[config.mk]
export PLATFORM = sky130hd
export DESIGN_NAME = modbus_rtu_write_frame_receiver
export DESIGN_NICKNAME = d
export VERILOG_FILES = /design/src/hw/rtl/mrtu_pkg.sv /design/src/hw/rtl/mrtu_crc16_byte.sv /design/src/hw/rtl/mrtu_parser.sv /design/src/hw/rtl/modbus_rtu_write_frame_receiver.sv
export SDC_FILE = /design/constraint.sdc
export NUM_CORES = 1
export LEC_CHECK = 0
export ABC_AREA = 0
export BUFFER_PORTS_ARGS = -buffer_cell sky130_fd_sc_hd__buf_2
export CORE_UTILIZATION = 35
export CTS_BUF_LIST = sky130_fd_sc_hd__clkbuf_8 sky130_fd_sc_hd__clkbuf_16
export DETAILED_ROUTE_END_ITERATION = 6
export HOLD_SLACK_MARGIN = 0.05
export PLACE_DENSITY = 0.51
export SYNTH_ARGS = -nofsm -noshare
export SYNTH_HDL_FRONTEND = slang
export SYNTH_SLANG_ARGS = --single-unit
[constraint.sdc]
create_clock -name clk_i -period 3.6 [get_ports clk_i]
set_input_delay 0.54 -clock clk_i [delete_from_list [all_inputs] [get_ports clk_i]]
set_output_delay 0.54 -clock clk_i [all_outputs]
set_load 0.005 [all_outputs]
[src/hw/rtl/mrtu_pkg.sv]
// ----------------------------------------------------------------------------
// mrtu_pkg
// shared types and constants for the modbus rtu write frame receiver
// ----------------------------------------------------------------------------
package mrtu_pkg;

  localparam logic [7:0]  FUNC_WRITE_MULTI = 8'h10;
  localparam logic [15:0] CRC_INIT         = 16'hFFFF;
  localparam logic [15:0] CRC_POLY         = 16'hA001;

  localparam logic [7:0]  STATION_ADDR_RST = 8'd132;
  localparam logic [7:0]  FULL_BLOCK_RST   = 8'd64;

  // configuration register indexes
  localparam logic CFG_STATION_ADDR = 1'b0;
  localparam logic CFG_FULL_BLOCK   = 1'b1;

  typedef enum logic [1:0] {
    EV_DATA    = 2'd0,
    EV_MORE    = 2'd1,
    EV_LAST    = 2'd2,
    EV_CRC_ERR = 2'd3
  } ev_kind_e;

  typedef enum logic [9:0] {
    PH_HUNT    = 10'b00_0000_0001,
    PH_FUNC    = 10'b00_0000_0010,
    PH_ADR_HI  = 10'b00_0000_0100,
    PH_ADR_LO  = 10'b00_0000_1000,
    PH_NREG_HI = 10'b00_0001_0000,
    PH_NREG_LO = 10'b00_0010_0000,
    PH_COUNT   = 10'b00_0100_0000,
    PH_DATA    = 10'b00_1000_0000,
    PH_CRC_LO  = 10'b01_0000_0000,
    PH_CRC_HI  = 10'b10_0000_0000
  } phase_e;

  typedef struct packed {
    ev_kind_e    kind;
    logic [7:0]  data_byte;
    logic [7:0]  data_index;
    logic [16:0] page_word_address;
    logic [7:0]  byte_count;
  } ev_t;

endpackage

[src/hw/rtl/mrtu_crc16_byte.sv]
// ----------------------------------------------------------------------------
// mrtu_crc16_byte
// one-byte update of the modbus crc-16, reflected, eight shift steps unrolled
// ----------------------------------------------------------------------------
module mrtu_crc16_byte
  import mrtu_pkg::*;
(
  input  logic [15:0] crc_i,
  input  logic [7:0]  byte_i,
  output logic [15:0] crc_o
);

  always_comb begin
    logic [15:0] c;
    c = crc_i ^ {8'h00, byte_i};
    for (int i = 0; i < 8; i++) begin
      if (c[0]) begin
        c = (c >> 1) ^ CRC_POLY;
      end else begin
        c = c >> 1;
      end
    end
    crc_o = c;
  end

endmodule

[src/hw/rtl/mrtu_parser.sv]
// ----------------------------------------------------------------------------
// mrtu_parser
// frame phase tracking, field capture, running crc and event building
// ----------------------------------------------------------------------------
module mrtu_parser
  import mrtu_pkg::*;
(
  input  logic       clk_i,
  input  logic       rst_ni,
  input  logic       step_i,
  input  logic [7:0] byte_i,
  input  logic [7:0] station_address_i,
  input  logic [7:0] full_block_bytes_i,
  output logic       has_ev_o,
  output ev_t        ev_o
);

  phase_e      phase_q, phase_d;
  logic [15:0] crc_q, crc_d;
  logic [15:0] addr_q, addr_d;
  logic [7:0]  count_q, count_d;
  logic [7:0]  dcnt_q, dcnt_d;
  logic [7:0]  crc_lo_q, crc_lo_d;

  logic [15:0] crc_base;
  logic [15:0] crc_next;
  logic [7:0]  dcnt_inc;

  // hunting restarts the crc from its initial value
  assign crc_base = (phase_q == PH_HUNT) ? CRC_INIT : crc_q;

  mrtu_crc16_byte u_crc (
    .crc_i  (crc_base),
    .byte_i (byte_i),
    .crc_o  (crc_next)
  );

  assign dcnt_inc = dcnt_q + 8'd1;
  assign has_ev_o = (phase_q == PH_DATA) || (phase_q == PH_CRC_HI);

  always_comb begin
    phase_d  = phase_q;
    crc_d    = crc_q;
    addr_d   = addr_q;
    count_d  = count_q;
    dcnt_d   = dcnt_q;
    crc_lo_d = crc_lo_q;

    ev_o.kind              = EV_DATA;
    ev_o.data_byte         = 8'h00;
    ev_o.data_index        = 8'h00;
    ev_o.page_word_address = {addr_q, 1'b0};
    ev_o.byte_count        = count_q;

    unique case (phase_q)
      PH_FUNC: begin
        crc_d   = crc_next;
        phase_d = (byte_i == FUNC_WRITE_MULTI) ? PH_ADR_HI : PH_HUNT;
      end
      PH_ADR_HI: begin
        crc_d   = crc_next;
        addr_d  = {byte_i, addr_q[7:0]};
        phase_d = PH_ADR_LO;
      end
      PH_ADR_LO: begin
        crc_d   = crc_next;
        addr_d  = {addr_q[15:8], byte_i};
        phase_d = PH_NREG_HI;
      end
      PH_NREG_HI: begin
        crc_d   = crc_next;
        phase_d = PH_NREG_LO;
      end
      PH_NREG_LO: begin
        crc_d   = crc_next;
        phase_d = PH_COUNT;
      end
      PH_COUNT: begin
        crc_d   = crc_next;
        count_d = byte_i;
        dcnt_d  = 8'h00;
        phase_d = (byte_i == 8'h00) ? PH_CRC_LO : PH_DATA;
      end
      PH_DATA: begin
        crc_d           = crc_next;
        ev_o.data_byte  = byte_i;
        ev_o.data_index = dcnt_q;
        dcnt_d          = dcnt_inc;
        if (dcnt_inc == count_q) begin
          phase_d = PH_CRC_LO;
        end
      end
      PH_CRC_LO: begin
        crc_lo_d = byte_i;
        phase_d  = PH_CRC_HI;
      end
      PH_CRC_HI: begin
        if ({byte_i, crc_lo_q} != crc_q) begin
          ev_o.kind = EV_CRC_ERR;
        end else if (count_q == full_block_bytes_i) begin
          ev_o.kind = EV_MORE;
        end else begin
          ev_o.kind = EV_LAST;
        end
        phase_d = PH_HUNT;
      end
      default: begin
        // hunting, and any code that means nothing
        phase_d = PH_HUNT;
        if (byte_i == station_address_i) begin
          crc_d   = crc_next;
          phase_d = PH_FUNC;
        end
      end
    endcase
  end

  always_ff @(posedge clk_i or negedge rst_ni) begin
    if (!rst_ni) begin
      phase_q  <= PH_HUNT;
      crc_q    <= CRC_INIT;
      addr_q   <= 16'h0000;
      count_q  <= 8'h00;
      dcnt_q   <= 8'h00;
      crc_lo_q <= 8'h00;
    end else if (step_i) begin
      phase_q  <= phase_d;
      crc_q    <= crc_d;
      addr_q   <= addr_d;
      count_q  <= count_d;
      dcnt_q   <= dcnt_d;
      crc_lo_q <= crc_lo_d;
    end
  end

  // data phase never runs past the byte count
  a_dcnt_in_range: assert property (@(posedge clk_i) disable iff (!rst_ni)
    (phase_q == PH_DATA) |-> (dcnt_q < count_q))
    else $error("data counter reached byte count inside data phase");

  // a crc check always returns to hunting
  a_crc_hi_to_hunt: assert property (@(posedge clk_i) disable iff (!rst_ni)
    (step_i && (phase_q == PH_CRC_HI)) |=> (phase_q == PH_HUNT))
    else $error("parser did not return to hunting after crc check");

  // a zero byte count skips the data phase
  a_zero_count_skip: assert property (@(posedge clk_i) disable iff (!rst_ni)
    (step_i && (phase_q == PH_COUNT) && (byte_i == 8'h00)) |=> (phase_q == PH_CRC_LO))
    else $error("zero byte count entered data phase");

endmodule

[src/hw/rtl/modbus_rtu_write_frame_receiver.sv]
// ----------------------------------------------------------------------------
// modbus_rtu_write_frame_receiver
// byte-stream parser for modbus rtu write multiple registers frames
// ----------------------------------------------------------------------------
// Received bytes enter on the rx channel, one request per byte. The block
// waits for the station address byte, then requires function code 0x10,
// captures the 16-bit page address and the byte count, gives out every data
// byte with its index, and after the crc (low byte first) reports a good
// frame with more to follow (count equals full_block_bytes), a good last
// frame, or a crc error, then hunts again. Sustained rate is one byte per
// clock while no event stalls on the ev channel: each byte is held in the
// input register and resolved there by the phase logic and an unrolled
// byte-wide crc-16 update; any event it makes goes out via the event register.
// Bytes that cause no event keep flowing while a finished event waits on a
// stalled ev channel; a byte that causes an event waits in the input register
// until the event register is free. Configuration writes take effect at once
// and are meant to be made while no frame is in flight.
// ----------------------------------------------------------------------------
module modbus_rtu_write_frame_receiver
  import mrtu_pkg::*;
(
  input  logic        clk_i,
  input  logic        rst_ni,

  // configuration write port
  input  logic        cfg_we_i,
  input  logic        cfg_idx_i,
  input  logic [7:0]  cfg_data_i,

  // received byte requests
  input  logic        rx_valid_i,
  output logic        rx_ready_o,
  input  logic [7:0]  rx_byte_i,

  // event requests
  output logic        ev_valid_o,
  input  logic        ev_ready_i,
  output logic [1:0]  event_kind_o,
  output logic [7:0]  data_byte_o,
  output logic [7:0]  data_index_o,
  output logic [16:0] page_word_address_o,
  output logic [7:0]  byte_count_o
);

  // configuration registers
  logic [7:0] station_addr_q;
  logic [7:0] full_block_q;

  // input register
  logic       in_valid_q;
  logic [7:0] in_byte_q;

  // event register
  logic       ev_valid_q;
  ev_t        ev_q;

  logic       has_ev;
  ev_t        ev_next;
  logic       ev_free;
  logic       step;
  logic       rx_fire;

  always_ff @(posedge clk_i or negedge rst_ni) begin
    if (!rst_ni) begin
      station_addr_q <= STATION_ADDR_RST;
      full_block_q   <= FULL_BLOCK_RST;
    end else if (cfg_we_i) begin
      unique case (cfg_idx_i)
        CFG_STATION_ADDR: station_addr_q <= cfg_data_i;
        CFG_FULL_BLOCK:   full_block_q   <= cfg_data_i;
        default: ;
      endcase
    end
  end

  // event slot is free if empty or being drained this cycle
  assign ev_free = !ev_valid_q || ev_ready_i;

  // the held byte advances unless it makes an event with nowhere to go
  assign step       = in_valid_q && (!has_ev || ev_free);
  assign rx_ready_o = !in_valid_q || step;
  assign rx_fire    = rx_valid_i && rx_ready_o;

  always_ff @(posedge clk_i or negedge rst_ni) begin
    if (!rst_ni) begin
      in_valid_q <= 1'b0;
    end else begin
      in_valid_q <= rx_fire || (in_valid_q && !step);
    end
  end

  always_ff @(posedge clk_i) begin
    if (rx_fire) begin
      in_byte_q <= rx_byte_i;
    end
  end

  mrtu_parser u_parser (
    .clk_i              (clk_i),
    .rst_ni             (rst_ni),
    .step_i             (step),
    .byte_i             (in_byte_q),
    .station_address_i  (station_addr_q),
    .full_block_bytes_i (full_block_q),
    .has_ev_o           (has_ev),
    .ev_o               (ev_next)
  );

  always_ff @(posedge clk_i or negedge rst_ni) begin
    if (!rst_ni) begin
      ev_valid_q <= 1'b0;
    end else if (step && has_ev) begin
      ev_valid_q <= 1'b1;
    end else if (ev_ready_i) begin
      ev_valid_q <= 1'b0;
    end
  end

  always_ff @(posedge clk_i) begin
    if (step && has_ev) begin
      ev_q <= ev_next;
    end
  end

  assign ev_valid_o          = ev_valid_q;
  assign event_kind_o        = ev_q.kind;
  assign data_byte_o         = ev_q.data_byte;
  assign data_index_o        = ev_q.data_index;
  assign page_word_address_o = ev_q.page_word_address;
  assign byte_count_o        = ev_q.byte_count;

  // a held byte only stalls behind an undrained event
  a_stall_cause: assert property (@(posedge clk_i) disable iff (!rst_ni)
    (in_valid_q && !step) |-> (has_ev && ev_valid_q && !ev_ready_i))
    else $error("input register stalled without a blocked event");

  // a stalled event is not overwritten
  a_no_overwrite: assert property (@(posedge clk_i) disable iff (!rst_ni)
    (ev_valid_q && !ev_ready_i) |-> !(step && has_ev))
    else $error("event register loaded while holding an undrained event");

  // an accepted byte is always held next cycle
  a_accept_held: assert property (@(posedge clk_i) disable iff (!rst_ni)
    rx_fire |=> in_valid_q)
    else $error("accepted byte was lost");

endmodule

==> results of run 1 <==
[metrics by stage]
| stage | instance area (µm²) | cells | total power, W | hold WS, ns | utilization [%] |
|---|---|---|---|---|---|
| 6_report | 7385 | 800 | 0.004023 | 0.08280 | 42.55 |
| 3_5_place_dp | 6803 | 768 | 0.002366 | 0.4365 | 39.19 |
| 2_1_floorplan | 6225 | 494 | 0.002235 | 0.2444 | - |
| 3_3_place_gp | 6803 | 768 | 0.002355 | 0.4278 | 39.19 |
| 4_1_cts | 7385 | 800 | 0.004070 | 0.09102 | 42.55 |
| 5_1_grt | 7385 | 800 | 0.004213 | 0.1113 | 42.55 |
[area by class of cell]
| class | count | area, µm² | share of cell area, % |
|---|---|---|---|
| Multi-Input combinational cell | 325 | 2460 | 33.31 |
| Clock buffer | 18 | 439.2 | 5.947 |
| Tap cell | 225 | 281.5 | 3.812 |
| Clock inverter | 14 | 142.6 | 1.932 |
| Inverter | 10 | 37.54 | 0.5083 |
| Sequential cell | 134 | 3628 | 49.14 |
| Timing Repair Buffer | 74 | 395.4 | 5.354 |
[report_power, final]
group          internal [W]  switching, W
sequential          0.00171      0.000122
combinational      0.000283      0.000215
clock              0.000986      0.000705
total               0.00298       0.00104
[how the worst min path moves through the flow]
stage,end,cells after the start
2_1_floorplan,ev_valid_o,0
3_3_place_gp,page_word_address_o[9],0
3_5_place_dp,page_word_address_o[9],0
4_1_cts,u_parser.addr_q[13],1
5_1_grt,u_parser.addr_q[13],1
6_report,u_parser.addr_q[13],1
[cell families after synthesis]
family                     share of synthesized area [%]
AOI/OAI and AO/OA                                  6.254
xor gates and xnor gates                           11.50
adders and majority gates                         0.2011
buffers and inverters                              2.493
DFF                                                58.31
muxes                                              9.411
other                                            0.06027
and+or+nand+nor                                    11.76
[worst register-to-register path, delay by kind of cell, from the launching register on]
kind | cells | cell delay [ns]
compound gates | 1 | 0.18
flops | 1 | 0.43
buf+inv | 1 | 0.30
mux | 1 | 0.39
simple gates | 3 | 1.26
[layer usage]
layer  vias up  global-route usage (%)  wire length [µm]
li1       1881                       -                 -
met1      1936                   21.04              6265
met2        81                   26.75              6790
met3        18                   3.966               533
met4         0                   6.679               219
met5         -                       0                 0
[sequential cells by signal, indices dropped and copies added, names as in the netlist]
name                 cells
event_kind_o             2
u_parser.crc_q          16
data_byte_o              8
in_valid_q               1
byte_count_o             8
u_parser.crc_lo_q        8
u_parser.count_q         8
u_parser.dcnt_q          8
full_block_q             8
in_byte_q                8
ev_valid_o               1
u_parser.phase_q        10
station_addr_q           8
u_parser.addr_q         16
data_index_o             8
page_word_address_o     16
[layout by cell type, fill, tap and decap left out, types with 4 or more instances in the layout]
cell       instances
nand2b_1           4
dfstp_2           20
nand2_1           28
buf_2             64
edfxtp_1          50
clkbuf_16         17
inv_1             10
dfrtp_1           64
nor2_1            31
nor3_1             9
o21ai_0           30
xor2_1            21
xnor2_1           53
buf_4             10
mux2_2            52
and2_1            18
nand3_1            6
clkinv_4           4
nor2b_1            7
nand4_1            9
o41ai_1            4
nor4_1             6
==> impl_metrics.csv, run 1 <==
group,metric,value,unit
status,status,"completed",
worst_setup_path,critPathBufInv,1,
power_and_ir_drop,p_per_area,544.8,nW/µm²
die,ioPinCount,67,
layout,num-fill-cells,1659,
yosys,synth.most_common_cell,"dfrtp_1",
power_and_ir_drop,p_leak,2.892,nW
die,die_h,135.3,µm
power_and_ir_drop,ir_drop,0.0003495,V
worst_setup_path,endpoint_kind,"output port",
cts,path_clk_slew,0.06,ns
place,place_congestion,0.8382,
grt,grt_usage,16.47,%
timing,finalHoldViolations,0,
cts,h-tree-depth,4,
timing,worst_pin_slew,0.7797,ns
routing,wl,13810,µm
cts,postCtsSetupBuffers,0,
yosys,synth_edf_count,50,
yosys,synthCells,494,
die,die_w,135.3,µm
layout,areaGrowthSynthToFinish,18.68,%
place,dp_hpwl,9729,µm
routing,wl_per_cell,17.26,µm
worst_setup_path,endpoint,"rx_ready_o",
yosys,ys_seq_area_share,58.31,%
timing,period_needed,3.007,ns
cts,ctsHoldBuffers,0,
die,initial_core_util,35.85,%
min_path,hp-class,"in -> async",
grt,antenna_found_initial,0,
timing,fin_worst_skew,0.009288,ns
grt,grt_overflow_total,0,
worst_setup_path,critPathKind,"reg -> out",
layout,diodes,0,
worst_setup_path,path_cells,"nor4_1 -> and3_1 -> and2_1 -> o21ai_1 -> or2_2 -> buf_2",
worst_setup_path,cpPeakStageDelay,0.55,ns
routing,num_vias,3916,
timing,fin_ws,0.5932,ns
routing,initialDrtViolationCount,178,
timing,setup_viol_count_final,0,
cts,cts_tree,"done",
grt,grt_pass1_vias,4044,
yosys,synth_cell_type_count,56,
grt,grt_max_degree,43,
worst_setup_path,r2r_slack,0.92,ns
worst_setup_path,r2r_end,"u_parser.addr_q[11]",
worst_setup_path,cp-startpoint,"u_parser.phase_q[2]",
timing,fin_crit_sh,83.52,%
yosys,synth.area.top_cells,"dfrtp_1 26%, edfxtp_1 24%, mux2_2 9.4%, dfstp_2 8.4%, xnor2_1 7.5%",
routing,viasPerCell,4.895,
place,port_buffers,65,
layout,nets,585,
flow_run,maxCapViolCount,0,
timing,maxSlewViolCount,0,
worst_setup_path,r2r_start,"u_parser.phase_q[8]",
routing,firstDrtPassIters,4,
worst_setup_path,critPathLaunchType,"flip-flop",
die,fp.dieArea,18320,µm²
timing,final.setup.tns,0,ns
grt,grt_pass1_wl,22270,µm
yosys,yosys.area.top_type,"dfrtp_1",
cts,cts_made_buffers,17,
timing,max_clock_freq,332.6,MHz
yosys,synth_nets,517,
yosys,synth_async_sr_flop_share,62.69,%
yosys,ys_warn_count,0,
yosys,ys_top_cells_by_count,"64 x dfrtp_1, 53 x xnor2_1, 52 x mux2_2",
cts,ctsRootBufferMaster,"clkbuf_16",
worst_setup_path,cp_num_cells,6,
worst_setup_path,cp_slowest_cell,"nor4_1",
layout,drive_above_1_share,33.74,%
cts,clock_path_buffers,2,
routing,route.detailed.drc,0,
cts,ctsResizeCount,0,
die,coreArea,17360,µm²
yosys,netlist_area,6222,µm²
timing,max_slew_margin,47.91,%
worst_setup_path,critical_path_required,3.06,ns
yosys,syn_area_per_cell,12.60,µm²
place,pre_cts_slack,0.9040,ns
worst_setup_path,path_delay_family,"simple AND/OR/NAND/NOR gates",
timing,rsz0062_at_grt,"no",
worst_setup_path,path_max_fanout,7,
worst_setup_path,reg2regPathDepth,6,
routing,postRouteAntennaNets,0,
cts,numClockSinks,134,
yosys,synth_seq_cells,134,
yosys,ys.flop_type,"dfrtp_1",
yosys,synth_top_area_share,25.74,%
cts,clk_latency,0.42,ns
die,rows,48,
worst_setup_path,arrival,2.47,ns
Power figures use the tool's default switching activity.
==> inputs of run 2 (changes only) <==
Settings changed: PLACE_DENSITY 0.51 to 0.49.
Clock period 3.6 ns to 2.9 ns, I/O delays scaled along.
==> impl_metrics.csv, run 2 (synthesis results as in run 1) <==
group,metric,value,unit
status,status,"completed",
place,place_congestion,0.8530,
die,fp.dieArea,18320,µm²
routing,firstDrtPassIters,5,
cts,ctsRootBufferMaster,"clkbuf_16",
layout,fin_util,43.09,%
power_and_ir_drop,p_per_area,669.4,nW/µm²
cts,cts_made_buffers,17,
layout,multi_input_area,2487,µm²
layout,diodes,0,
routing,wl,14080,µm
cts,numClockSinks,134,
routing,wl_per_cell,17.43,µm
layout,areaGrowthSynthToFinish,20.21,%
power_and_ir_drop,p_leak,2.939,nW
worst_setup_path,critPathLaunchType,"flip-flop",
cts,cts_tree,"done",
grt,grt_pass1_wl,22760,µm
layout,regArea,3628,µm²
routing,viasPerCell,4.901,
place,port_buffers,65,
worst_setup_path,path_max_fanout,6,
layout,drive_above_1_share,34.65,%
power_and_ir_drop,ir_drop,0.0004003,V
layout,final_cell_mix,"64 x dfrtp_1, 64 x buf_2, 53 x xnor2_1, 52 x mux2_2, 50 x edfxtp_1",
routing,postRouteAntennaNets,0,
die,rows,48,
worst_setup_path,critPathKind,"reg -> out",
worst_setup_path,endpoint_kind,"output port",
timing,max_clock_freq,360.0,MHz
layout,nets,593,
die,ioPinCount,67,
routing,initialDrtViolationCount,140,
place,placed_cell_area,6875,µm²
worst_setup_path,arrival,2.34,ns
place,dp_hpwl,10030,µm
grt,grt_max_degree,73,
cts,ctsHoldBuffers,0,
timing,rsz0062_at_grt,"no",
cts,postCtsSetupBuffers,0,
grt,antenna_found_initial,0,
layout,num-fill-cells,1643,
grt,grt_overflow_total,0,
min_path,hp-class,"in -> async",
timing,fin_worst_skew,0.01097,ns
grt,grt_usage,16.87,%
die,coreArea,17360,µm²
cts,clk_latency,0.42,ns
timing,worst_pin_slew,0.9467,ns
layout,final_cell_area,7480,µm²
timing,final.setup.tns,0,ns
grt,grt_pass1_vias,4161,
worst_setup_path,critical_path_required,2.47,ns
die,die_w,135.3,µm
timing,max_slew_margin,36.89,%
timing,period_needed,2.778,ns
die,die_h,135.3,µm
timing,fin_crit_sh,95.79,%
routing,num_vias,3960,
timing,finalHoldViolations,0,
timing,fin_hold_ws,0.1517,ns
cts,clock_path_buffers,2,
routing,route.detailed.drc,0,
cts,path_clk_slew,0.06,ns
timing,setup_viol_count_final,0,
flow_run,maxCapViolCount,0,
timing,maxSlewViolCount,0,
die,initial_core_util,35.85,%
cts,h-tree-depth,4,
run 2: cell count changes in the layout (fill, tap and decap cells not counted), moves of 2 or more:
cell / delta
inv_8: -3
clkinv_4: -3
nor4_4: +2
inv_6: +3
buf_4: +7
run 2: layout make-up:
class,instances,share of cell area [%]
inverter,10,0.5018
sequential,134,48.51
tap,225,3.764
timing repair buffer,82,6.256
clock inverter,15,2.024
multi-input combinational,325,33.26
clock buffer,17,5.688
run 2: worst max-delay path, cell delays in order (launching register included):
cell     delay (ns)
dfrtp_1        0.43
or4_4          0.59
nor4_4         0.33
o21ai_2        0.14
or2_2          0.31
buf_2          0.13
run 2: final timing paths:
check / start / endpoint / slack [ns] / cells after the start
worst min-delay path: rst_ni / u_parser.addr_q[9] / 0.15 / 1
worst min register to register: u_parser.addr_q[7] / page_word_address_o[8] / 0.45 / 0
worst max-delay path: u_parser.phase_q[9] / rx_ready_o / 0.12 / 5
min in group clk_i: rx_byte_i[2] / in_byte_q[2] / 0.20 / 1
max in group asynchronous: rst_ni / u_parser.crc_q[15] / 1.91 / 2
worst max register to register: u_parser.phase_q[9] / u_parser.dcnt_q[7] / 0.22 / 7
run 2: power breakdown:
| group | internal, W | leakage (nW) | switching [W] |
|---|---|---|---|
| combinational | 0.000356 | 1.21 | 0.000271 |
| sequential | 0.00213 | 1.45 | 0.000150 |
| clock | 0.00127 | 0.277 | 0.000837 |
| total | 0.00375 | 2.94 | 0.00126 |
run 2: what timing repair did:
| item | 4_1_cts | 5_1_grt |
|---|---|---|
| setup endpoints to repair | 1 | 3 |
| pin swaps | 0 | 1 |
| resized for setup | 2 | 2 |
| hold endpoints to repair | 0 | 0 |
run 2: layer usage:
layer / global-route usage (%) / wire (µm) / vias to the layer above
met5: 0 / 0 / -
met4: 6.055 / 252 / 0
met3: 5.387 / 596 / 19
met2: 28.15 / 7088 / 87
met1: 20.39 / 6142 / 1962
li1: - / - / 1892
run 2: per-stage QoR:
step | total power [W] | worst slack (ns) | std cells
2_1_floorplan | 0.002774 | 0.1716 | 494
3_3_place_gp | 0.002936 | 0.2972 | 776
3_5_place_dp | 0.002948 | 0.2159 | 776
4_1_cts | 0.005077 | 0.02182 | 808
5_1_grt | 0.005256 | 0.02149 | 808
6_report | 0.005007 | 0.1221 | 808
==> inputs of run 3 (changes only) <==
Settings changed: RECOVER_POWER set to 25.
==> impl_metrics.csv, run 3 (synthesis results as in run 1) <==
group,metric,value,unit
power_and_ir_drop,switching_power,0.001257,W
timing,finalHoldViolations,0,
timing,worst_pin_slew,1.860,ns
power_and_ir_drop,p_per_area,669.8,nW/µm²
layout,layout_commonest_cell,"dfrtp_1",
place,placed_cell_area,6875,µm²
timing,maxSlewViolCount,73,
routing,postRouteAntennaNets,0,
worst_setup_path,endpoint_kind,"output port",
grt,antenna_found_initial,0,
routing,initialDrtViolationCount,140,
die,die_h,135.3,µm
layout,nets,593,
timing,fin_worst_skew,0.01095,ns
layout,diodes,0,
cts,cts_tree,"done",
power_and_ir_drop,p_leak,2.933,nW
status,violations,"capacitance limit, slew limit",
place,place_inst,776,
die,die_w,135.3,µm
power_and_ir_drop,cellInternalPower,0.003750,W
power_and_ir_drop,power.share.switching,25.11,%
power_and_ir_drop,p_comb_share,12.5,%
layout,drive_above_1_share,34.31,%
layout,final_cell_mix,"64 x dfrtp_1, 62 x buf_2, 53 x xnor2_1, 52 x mux2_2, 50 x edfxtp_1",
routing,firstDrtPassIters,5,
die,initial_core_util,35.85,%
cts,numClockSinks,134,
power_and_ir_drop,ir_drop,0.0004003,V
worst_setup_path,cpPeakStageDelay,0.59,ns
die,ioPinCount,67,
cts,postCtsSetupBuffers,0,
routing,wl,14080,µm
routing,wl_per_cell,17.43,µm
worst_setup_path,critical_path_required,2.47,ns
layout,stdcell_count,808,
layout,areaGrowthSynthToFinish,20.13,%
cts,clk_latency,0.42,ns
place,dp_hpwl,10030,µm
worst_setup_path,cp_slowest_cell,"or4_4",
die,coreArea,17360,µm²
timing,final.setup.tns,0,ns
cts,path_clk_slew,0.06,ns
timing,fin_crit_sh,95.79,%
status,status,"finished with violations",
grt,grt_pass1_wl,22760,µm
die,fp.dieArea,18320,µm²
min_path,hp-class,"in -> reg",
cts,cts_made_buffers,17,
grt,grt_pass1_vias,4161,
routing,viasPerCell,4.895,
power_and_ir_drop,seqPwrFrac,45.5,%
worst_setup_path,path_cells,"or4_4 -> nor4_4 -> o21ai_2 -> or2_2 -> buf_2",
timing,period_needed,2.778,ns
grt,grt_max_degree,73,
flow_run,maxCapViolCount,1,
routing,num_vias,3955,
layout,final_cell_area,7475,µm²
place,port_buffers,65,
cts,clock_path_buffers,2,
grt,grt_overflow_total,0,
place,place_congestion,0.8530,
timing,max_clock_freq,360.0,MHz
cts,h-tree-depth,4,
timing,setup_viol_count_final,0,
power_and_ir_drop,clockPowerShare,42.0,%
cts,ctsRootBufferMaster,"clkbuf_16",
worst_setup_path,critPathKind,"reg -> out",
worst_setup_path,path_max_fanout,6,
timing,rsz0062_at_grt,"no",
grt,grt_usage,16.87,%
worst_setup_path,critPathLaunchType,"flip-flop",
power_and_ir_drop,finalPower,0.005006,W
timing,max_slew_margin,-24.03,%
routing,route.detailed.drc,0,
layout,num-fill-cells,1640,
die,rows,48,
timing,fin_hold_ws,0.1965,ns
worst_setup_path,arrival,2.34,ns
==> run 3: changes by cell type in the layout (fill, tap and decap cells not counted), sizes merged <==
cell,delta
buf,-3
clkbuf,+3
==> run 3: worst max-delay path, delay by kind of cell, from the launching register on <==
| kind | cells | cell delay (ns) |
|---|---|---|
| AND/OR/NAND/NOR | 3 | 1.23 |
| flip-flops | 1 | 0.43 |
| AO/OA/AOI/OAI | 1 | 0.14 |
| buffers and inverters | 1 | 0.13 |
==> run 3: what timing repair did <==
action	in CTS	in global routing
pin swaps	0	1
resized for setup	2	2
setup endpoints to repair	1	3
hold buffers	0	0
==> run 3: per-stage QoR <==
step	setup WS [ns]	utilization (%)
floorplan	0.1716	-
global placement	0.2972	39.61
detailed placement	0.2159	39.61
global route	0.02149	43.07
finish	0.1220	43.07
CTS	0.02182	42.99
==> run 3: final cells by class <==
cell class	count	area (µm²)	share of cell area, %
flip-flops and latches	134	3628	48.54
multi-input cells	325	2487	33.28
repair buffers	82	462.9	6.194
clock buffers	17	425.4	5.691
well taps	225	281.5	3.766
clock inverters	15	151.4	2.025
inverters	10	37.54	0.5022
==> run 3: power by group through the flow <==
stage / logic (W) / registers, W / clock network [W]
2_1_floorplan: 0.000539 / 0.00224 / 0
3_3_place_gp: 0.000625 / 0.00231 / 0
3_5_place_dp: 0.000633 / 0.00231 / 0
4_1_cts: 0.000638 / 0.00228 / 0.00216
5_1_grt: 0.000706 / 0.00230 / 0.00225
6_report: 0.000626 / 0.00228 / 0.00210
==> run 3: routing by layer <==
| layer | share of wire, % | track usage [%] | vias to the layer above |
|---|---|---|---|
| li1 | - | - | 1892 |
| met1 | 44 | 20.39 | 1961 |
| met2 | 50 | 28.15 | 83 |
| met3 | 4.2 | 5.387 | 19 |
| met4 | 1.8 | 6.055 | 0 |
| met5 | 0 | 0 | - |
==> run 3: final timing paths <==
check,from,end,slack [ns],cells after the start
setup / recovery,u_parser.phase_q[9],rx_ready_o,0.12,5
hold / removal,rx_byte_i[2],in_byte_q[2],0.20,1
setup reg to reg,u_parser.phase_q[9],u_parser.dcnt_q[7],0.22,7
hold reg to reg,u_parser.addr_q[7],page_word_address_o[8],0.45,0
max in group asynchronous,rst_ni,u_parser.crc_q[15],1.23,2
min in group asynchronous,rst_ni,u_parser.addr_q[9],0.51,1
